**src/pmi_pkg.sv**
```systemverilog
// ----------------------------------------------------------------------------
// pmi_pkg
// Shared types, codes and sizes of the page marker indexer.
// ----------------------------------------------------------------------------
`default_nettype none

package pmi_pkg;

    localparam int MAX_ENTRIES = 1024;
    localparam int AW          = $clog2(MAX_ENTRIES);
    localparam int CNT_W       = $clog2(MAX_ENTRIES + 1);
    localparam int IDX_W       = 10;
    localparam int MEM_W       = 64;   // {offset, page number}

    localparam int S_TDATA_W   = 56;   // 50 payload bits, padded to bytes
    localparam int M_TDATA_W   = 88;   // 86 payload bits, padded to bytes

    // item kinds on s_axis_tuser
    localparam logic [2:0] MODE_BYTE  = 3'd0;
    localparam logic [2:0] MODE_EOS   = 3'd1;
    localparam logic [2:0] MODE_CLEAR = 3'd2;
    localparam logic [2:0] MODE_READ  = 3'd3;
    localparam logic [2:0] MODE_FIND  = 3'd4;

    // result status on m_axis_tuser
    localparam logic [1:0] ST_OK       = 2'd0;
    localparam logic [1:0] ST_RANGE    = 2'd1;
    localparam logic [1:0] ST_NOTFOUND = 2'd2;
    localparam logic [1:0] ST_FULL     = 2'd3;

    typedef struct packed {
        logic [1:0]       status;
        logic             recorded;
        logic [IDX_W-1:0] index;
        logic [31:0]      offset;
        logic [31:0]      number;
        logic [CNT_W-1:0] count;
    } t_result;

    typedef struct packed {
        logic             en;
        logic [AW-1:0]    addr;
        logic [MEM_W-1:0] data;
    } t_mem_wr;

endpackage

`default_nettype wire

```
**src/pmi_scan.sv**
```systemverilog
// ----------------------------------------------------------------------------
// pmi_scan
// Byte stream parser: finds page markers, reads the page number and issues
// table writes. Also handles end of stream and clear.
// ----------------------------------------------------------------------------
`default_nettype none

module pmi_scan (
    input  wire logic                  i_clk,
    input  wire logic                  i_rst_n,
    input  wire logic                  i_stb,
    input  wire logic [2:0]            i_mode,
    input  wire logic [7:0]            i_byte,
    output pmi_pkg::t_result           o_res,
    output pmi_pkg::t_mem_wr           o_wr,
    output logic [pmi_pkg::CNT_W-1:0]  o_count
);

    localparam logic [7:0] CH_LF    = 8'h0A;
    localparam logic [7:0] CH_P     = 8'h70;
    localparam logic [7:0] CH_PLUS  = 8'h2B;
    localparam logic [7:0] CH_MINUS = 8'h2D;
    localparam logic [7:0] CH_ZERO  = 8'h30;

    typedef enum logic [6:0] {
        PH_NORMAL   = 7'b0000001,
        PH_AFTER_NL = 7'b0000010,
        PH_WS       = 7'b0000100,
        PH_SIGN     = 7'b0001000,
        PH_DIGITS   = 7'b0010000,
        PH_SKIP     = 7'b0100000,
        PH_STOPPED  = 7'b1000000
    } t_phase;

    t_phase                     r_phase, n_phase;
    logic [31:0]                r_pos, n_pos;
    logic [31:0]                r_acc, n_acc;
    logic                       r_neg, n_neg;
    logic [31:0]                r_held, n_held;
    logic [pmi_pkg::CNT_W-1:0]  r_count, n_count;

    logic        do_commit;
    logic        is_ws, is_digit, is_sign, full;
    logic [31:0] acc_next;

    // acc*10 +/- digit, saturated to the signed 32-bit range
    function automatic logic [31:0] add_digit(input logic [31:0] acc,
                                              input logic [7:0]  c,
                                              input logic        neg);
        logic [35:0] ext;
        logic [35:0] prod;
        logic [35:0] d;
        ext  = {{4{acc[31]}}, acc};
        prod = (ext << 3) + (ext << 1);
        d    = 36'(c - CH_ZERO);
        prod = neg ? prod - d : prod + d;
        if ($signed(prod) > 36'sd2147483647) begin
            add_digit = 32'h7FFF_FFFF;
        end else if ($signed(prod) < -36'sd2147483648) begin
            add_digit = 32'h8000_0000;
        end else begin
            add_digit = prod[31:0];
        end
    endfunction

    assign is_ws    = (i_byte == 8'h20) || (i_byte >= 8'h09 && i_byte <= 8'h0D);
    assign is_digit = (i_byte >= CH_ZERO) && (i_byte <= 8'h39);
    assign is_sign  = (i_byte == CH_PLUS) || (i_byte == CH_MINUS);
    assign full     = (32'(r_count) >= 32'(pmi_pkg::MAX_ENTRIES));
    assign acc_next = add_digit(r_acc, i_byte, r_neg);

    always_comb begin
        n_phase   = r_phase;
        n_pos     = r_pos;
        n_acc     = r_acc;
        n_neg     = r_neg;
        n_held    = r_held;
        n_count   = r_count;
        do_commit = 1'b0;
        o_res     = '0;
        o_wr      = '0;

        case (i_mode)
            pmi_pkg::MODE_BYTE: begin
                if (r_phase == PH_STOPPED) begin
                    o_res.status = pmi_pkg::ST_FULL;
                end else begin
                    n_pos = r_pos + 32'd1;
                    case (r_phase)
                        PH_AFTER_NL: begin
                            if (i_byte == CH_P) begin
                                if (full) begin
                                    n_phase      = PH_STOPPED;
                                    o_res.status = pmi_pkg::ST_FULL;
                                end else begin
                                    n_phase = PH_WS;
                                end
                            end else if (i_byte != CH_LF) begin
                                n_phase = PH_NORMAL;
                            end
                        end
                        PH_WS: begin
                            if (is_ws) begin
                                n_phase = PH_WS;
                            end else if (is_sign) begin
                                n_neg   = (i_byte == CH_MINUS);
                                n_acc   = '0;
                                n_phase = PH_SIGN;
                            end else if (is_digit) begin
                                n_neg   = 1'b0;
                                n_acc   = 32'(i_byte - CH_ZERO);
                                n_phase = PH_DIGITS;
                            end else if (i_byte == CH_LF) begin
                                do_commit = 1'b1;
                            end else begin
                                n_phase = PH_SKIP;
                            end
                        end
                        PH_SIGN: begin
                            if (is_digit) begin
                                n_acc   = acc_next;
                                n_phase = PH_DIGITS;
                            end else if (i_byte == CH_LF) begin
                                do_commit = 1'b1;
                            end else begin
                                n_phase = PH_SKIP;
                            end
                        end
                        PH_DIGITS: begin
                            if (is_digit) begin
                                n_acc = acc_next;
                            end else begin
                                n_held = r_acc;
                                if (i_byte == CH_LF) begin
                                    do_commit = 1'b1;
                                end else begin
                                    n_phase = PH_SKIP;
                                end
                            end
                        end
                        PH_SKIP: begin
                            if (i_byte == CH_LF) begin
                                do_commit = 1'b1;
                            end
                        end
                        default: begin
                            n_phase = (i_byte == CH_LF) ? PH_AFTER_NL : PH_NORMAL;
                        end
                    endcase
                end
            end
            pmi_pkg::MODE_EOS: begin
                if (r_phase == PH_DIGITS) begin
                    n_held = r_acc;
                end
                if (r_phase == PH_WS || r_phase == PH_SIGN ||
                    r_phase == PH_DIGITS || r_phase == PH_SKIP) begin
                    do_commit = 1'b1;
                end else if (r_phase == PH_STOPPED) begin
                    o_res.status = pmi_pkg::ST_FULL;
                end
            end
            pmi_pkg::MODE_CLEAR: begin
                n_held  = '0;
                n_count = '0;
            end
            default: begin
            end
        endcase

        // a marker line is closed: record (offset, number), or report full
        if (do_commit) begin
            n_phase = PH_NORMAL;
            if (full) begin
                o_res.status = pmi_pkg::ST_FULL;
            end else begin
                o_wr.en        = 1'b1;
                o_wr.addr      = r_count[pmi_pkg::AW-1:0];
                o_wr.data      = {n_pos, n_held};
                o_res.recorded = 1'b1;
                o_res.index    = pmi_pkg::IDX_W'(r_count);
                o_res.offset   = n_pos;
                o_res.number   = n_held;
                n_count        = r_count + pmi_pkg::CNT_W'(1);
            end
        end

        if (i_mode == pmi_pkg::MODE_EOS || i_mode == pmi_pkg::MODE_CLEAR) begin
            n_phase = PH_NORMAL;
            n_pos   = '0;
            n_acc   = '0;
            n_neg   = 1'b0;
        end

        o_res.count = n_count;
        if (!i_stb) begin
            o_wr.en = 1'b0;
        end
    end

    always_ff @(posedge i_clk) begin
        if (!i_rst_n) begin
            r_phase <= PH_NORMAL;
            r_pos   <= '0;
            r_acc   <= '0;
            r_neg   <= 1'b0;
            r_held  <= '0;
            r_count <= '0;
        end else if (i_stb) begin
            r_phase <= n_phase;
            r_pos   <= n_pos;
            r_acc   <= n_acc;
            r_neg   <= n_neg;
            r_held  <= n_held;
            r_count <= n_count;
        end
    end

    assign o_count = r_count;

endmodule

`default_nettype wire

```
**config.mk**
```make
export PLATFORM = sky130hd
export DESIGN_NAME = pmi_scan
export DESIGN_NICKNAME = d
export VERILOG_FILES = /design/src/pmi_pkg.sv /design/src/pmi_scan.sv
export SDC_FILE = /design/constraint.sdc
export NUM_CORES = 1
export LEC_CHECK = 0
export BUFFER_PORTS_ARGS = -buffer_cell sky130_fd_sc_hd__buf_2
export CORE_MARGIN = 2
export CORE_UTILIZATION = 65
export CTS_CLUSTER_SIZE = 25
export DETAILED_ROUTE_END_ITERATION = 6
export MAX_ROUTING_LAYER = met4
export PLACE_DENSITY = 0.95
export SYNTH_ARGS = -nofsm -noshare
export SYNTH_HDL_FRONTEND = slang
export SYNTH_SLANG_ARGS = --single-unit
```
**constraint.sdc**
```tcl
create_clock -name i_clk -period 22.8 [get_ports i_clk]
set_clock_uncertainty 0.05 [all_clocks]
set_input_delay 4.56 -clock i_clk [delete_from_list [all_inputs] [get_ports i_clk]]
set_output_delay 4.56 -clock i_clk [all_outputs]
set_load 0.03 [all_outputs]
```
* Word-level counts from Yosys, hierarchy flattened *
Cells that the tools add are included.

storage, ports and cells
  bits of input ports = 14
  logic and storage cells = 124
  register bits after elaboration = 115
  output and inout port bits = 174

cells by class
  eq/ne operators = 23
  muxes and demuxes = 63
  add/subtract/negate cells = 7
  magnitude comparators = 7
  reduce and logical (&&, ||, !) cells = 18

operators with widths
  cell                   number
  $mux 32                16
  $mux 75                2
  $pmux 32 s3            1
  $mux 7                 12
  $mux 77                1
  $pmux 32 s2            1
  $add 35x33->36         1
  $add 36x36->36         1
  $gt 36x32->1 const B   1
  $lt 36x32->1 const B   1
  $mux 36                1
  $sub 36x36->36         1
  $pmux 7 s5             1
  $mux 11                3
  $add 32x1->32 const B  1
  $eq 8x6->1 const B     3
  $sub 8x6->9 const B    2
  $mux 2                 8
  $mux 1                 14
  $reduce_and 6->1       2
  $add 11x1->11 const B  1
  $ge 11x11->1 const B   1
  $ne 3x2->1 const B     3
  $reduce_bool 3->1      3
  other kinds (28)       37

* Depth between registers and ports, before layout *
  word-level depth = 11
  mapped depth = 27
  mapped depth without buffers = 26

* Worst setup path after synthesis *
Ideal clock, no wire load.

  path type = input to output
  from = input port i_mode[0]
  to = output port o_wr[62] in the netlist's numbering
  arrival time = 7.784 ns
  path buffers = 3
  slack = 10.406 ns
  required time = 18.190 ns
  cell stages on the path = 13
  path through = clkbuf_1 or3_1 clkbuf_1 a311o_1 nor4_2 nor3b_2 nand3_1 nor2_1 and2_1 nand3_1 xor2_1 nor2_1 buf_4

RTL lines
  element      RTL line        source
  from (decl)  pmi_scan.sv:12  input wire logic [2:0] i_mode,
  to (decl)    pmi_scan.sv:15  output pmi_pkg::t_mem_wr o_wr,

==> flow_metrics.py <==
metrics = {
    "power": {
        "power.total_w": 0.0005344,
        "vdd_drop_max_uv": 47.51,
        "p_leak_nw": 6.927,
        "power.density_mw_per_mm2": 38.00,
    },
    "global_routing": {
        "grt_pass1_wl_microns": 64480,
        "grt_use_total": 0.3669,
        "antenna_found_initial": 0,
        "grt_max_degree": 81,
        "grt_pass1_vias": 13094,
        "grt_overflow_total": 0,
    },
    "sta": {
        "rsz0062_at_grt": "false",
        "slew_violations": 0,
        "setup_viol": 0,
        "fmax_ghz": 0.07796,
        "setup_tns_ns": 0,
        "worstMarginPinSlew_ns": 1.137,
        "finalCriticalPeriod_ns": 12.83,
        "postLayoutSetupSlackWorst_ns": 9.973,
        "hold_viol": 0,
        "timing.slew.headroom": 0.2420,
        "post-route-period-util": 0.5626,
    },
    "placed_design": {
        "dp_hpwl_microns": 28970,
        "place_congestion": 0.9656,
        "portBuffers": 187,
        "place_ws_ns": 10.04,
    },
    "final_layout": {
        "syn_to_final_growth_pct": 5.619,
        "drive_gt1_frac": 0.1470,
        "final_core_util": 0.6973,
        "nets": 1990,
        "most-common-layout-cells": "213 x nor2_1, 187 x buf_2, 185 x a21oi_1, 140 x nand2_1",
        "n_antenna_cell": 0,
        "final_common_cell": "nor2_1",
    },
    "synthesis": {
        "synth.top_cell.area_share": 0.1729,
        "synth_flop_cell": "dfxtp_1",
        "synth_fp_nets": 1949,
        "yosysWarningCount": 0,
        "async_reset_ff_frac": 0,
        "syn_inst": 1826,
        "ys_types": 103,
        "mappedNetlistArea_sq_mm": 0.01332,
        "synth_area_leaders": "dfxtp_1 17%, ha_1 10%, a21oi_1 7.0%",
        "ys_seq_elements": 115,
        "yosysTopAreaCell": "dfxtp_1",
        "ys_seq_area_frac": 0.1729,
        "synth_edf_count": 0,
        "syn_avg_cell_area_sq_um": 7.292,
    },
    "cts": {
        "post_cts_resized": 0,
        "cts_sinks": 115,
        "postCtsSetupBuffers": 0,
        "cts_buffers": 17,
        "max-clock-path-buffers": 2,
        "clockRootBuffer": "clkbuf_16",
        "cts_tree": "yes",
        "insertion_delay_ns": 0.42,
        "h-tree-depth": 4,
        "hold_buffers": 0,
        "clk_pin_slew_ns": 0.05,
    },
    "worst_setup_path": {
        "reg2reg_to": "r_acc[20]$_SDFFE_PN0P_",
        "max_stage_delay_ns": 0.56,
        "start_kind": "primary input",
        "cp-end-kind": "output port",
        "crit_slowest_cell": "buf_4",
        "cp_max_fo": 64,
        "crit_type": "primary input to output port",
        "r2r-start": "r_acc[1]$_SDFFE_PN0P_",
        "r2r_cells": 22,
        "r2r_slack_ns": 15.38,
        "required_ns": 18.19,
        "crit_arrival_ns": 8.22,
        "crit_top_cell": "buf_2",
        "cp_cell_sequence": "buf_2 > nor4_1 > a22oi_1 > nand3b_1 > a21boi_1 > o211a_1 > o221a_2 > nand2_2 > buf_4 > nand2_1 > o21ai_0 > buf_2",
    },
    "routing": {
        "antenna_left": 0,
        "first_pass_iters": 6,
        "drc": 0,
        "wl_per_cell_microns": 18.81,
        "vias": 14477,
        "drt_iter0_drc": 1846,
        "drt-vias-per-instance": 6.740,
        "drt_wl_total_microns": 40400,
    },
    "floorplan": {
        "die_h_microns": 147.1,
        "die_area_sq_mm": 0.02165,
        "io-pin-count": 188,
        "core_area_sq_mm": 0.02017,
        "rows": 52,
        "fp.dieW_microns": 147.1,
        "initial_utilization": 0.6602,
    },
    "hold_path": {
        "hold_depth": 2,
        "hold_path.class": "register to register",
        "min_from": "r_pos[11]$_SDFFE_PN0P_",
        "holdPathEnd": "r_pos[11]$_SDFFE_PN0P_",
    },
    "flow_run": {
        "drv_cap": 0,
    },
    "outcome": {
        "status": "finished, final reports clean",
    },
}
==> worst max-delay path: cells and delay by family <==
family          cells  cell delay (ns)
simple gates        4             1.37
compound gates      5             1.28
buf+inv             3             0.99
==> sequential cells by signal, indices dropped and copies added (netlist names) <==
| signal | cells |
|---|---|
| r_phase | 7 |
| r_acc | 32 |
| o_count | 11 |
| r_pos | 32 |
| r_held | 32 |
| r_neg | 1 |
==> metrics by stage <==
stage               hold WS [ns]  cells  instance area [sq um]
floorplan                 0.4194   1826                  13320
global placement          0.4319   2118                  13510
detailed placement        0.4472   2118                  13510
CTS                       0.4632   2148                  14060
global route              0.4983   2148                  14060
finish                    0.4620   2148                  14060
==> where the power goes <==
group | switching [W] | internal [W] | leakage [nW]
registers | 0.00000277 | 0.000204 | 0.929
clock network | 0.0000912 | 0.000164 | 0.274
logic | 0.0000505 | 0.0000218 | 5.72
total | 0.000144 | 0.000390 | 6.93
==> cells by family after synthesis <==
logic type | count (synthesis) | synth area share
flip-flops | 115 | 0.1729
AO/OA/AOI/OAI | 585 | 0.2880
multiplexers | 59 | 0.04445
XOR/XNOR | 89 | 0.05854
buffers and inverters | 270 | 0.1153
adder cells (fa/ha/maj) | 109 | 0.1041
AND/OR/NAND/NOR | 599 | 0.2167
==> cells in the mapped netlist, drive strengths merged, types with 19 or more instances <==
library cell and n:
nor2 214, a21oi 189, nand2 141, o21ai 128, dfxtp 115, ha 106
buf 94, inv 93, clkbuf 80, mux2i 58, xnor2 56, nor3 50
nand3 36, and3 34, xor2 33, a21o 30, a22oi 27, a221o 25
o221ai 24, nor2b 21, o21bai 19
==> layout make-up <==
type	instances	area (sq um)
inverters	94	352.8
well taps	270	337.8
clock buffers	24	471.7
fillers	1521	6106
flip-flops and latches	115	2302
repair buffers	198	1018
multi-input cells	1441	9500
clock inverters	6	80.08
==> worst max path at each step <==
stage          slack [ns]       from        to  cells after the start
5_1_grt              9.63  i_byte[4]  o_res[3]                     16
4_1_cts             10.05  i_byte[1]  o_res[1]                     12
3_3_place_gp        10.19  i_byte[1]  o_res[1]                     12
3_5_place_dp        10.04  i_byte[1]  o_res[1]                     12
2_1_floorplan       10.41  i_mode[0]  o_wr[62]                     13
6_report             9.97  i_byte[1]  o_res[1]                     12
==> metal layers <==
metal | up-vias | GRT usage | routed length (microns)
li1 | 6595 | - | -
met1 | 6759 | 0.4396 | 15670
met2 | 946 | 0.6143 | 19020
met3 | 177 | 0.05994 | 3904
met4 | 0 | 0.1510 | 1800
met5 | - | - | 0
No activity file was read; power rests on OpenSTA's default activity.
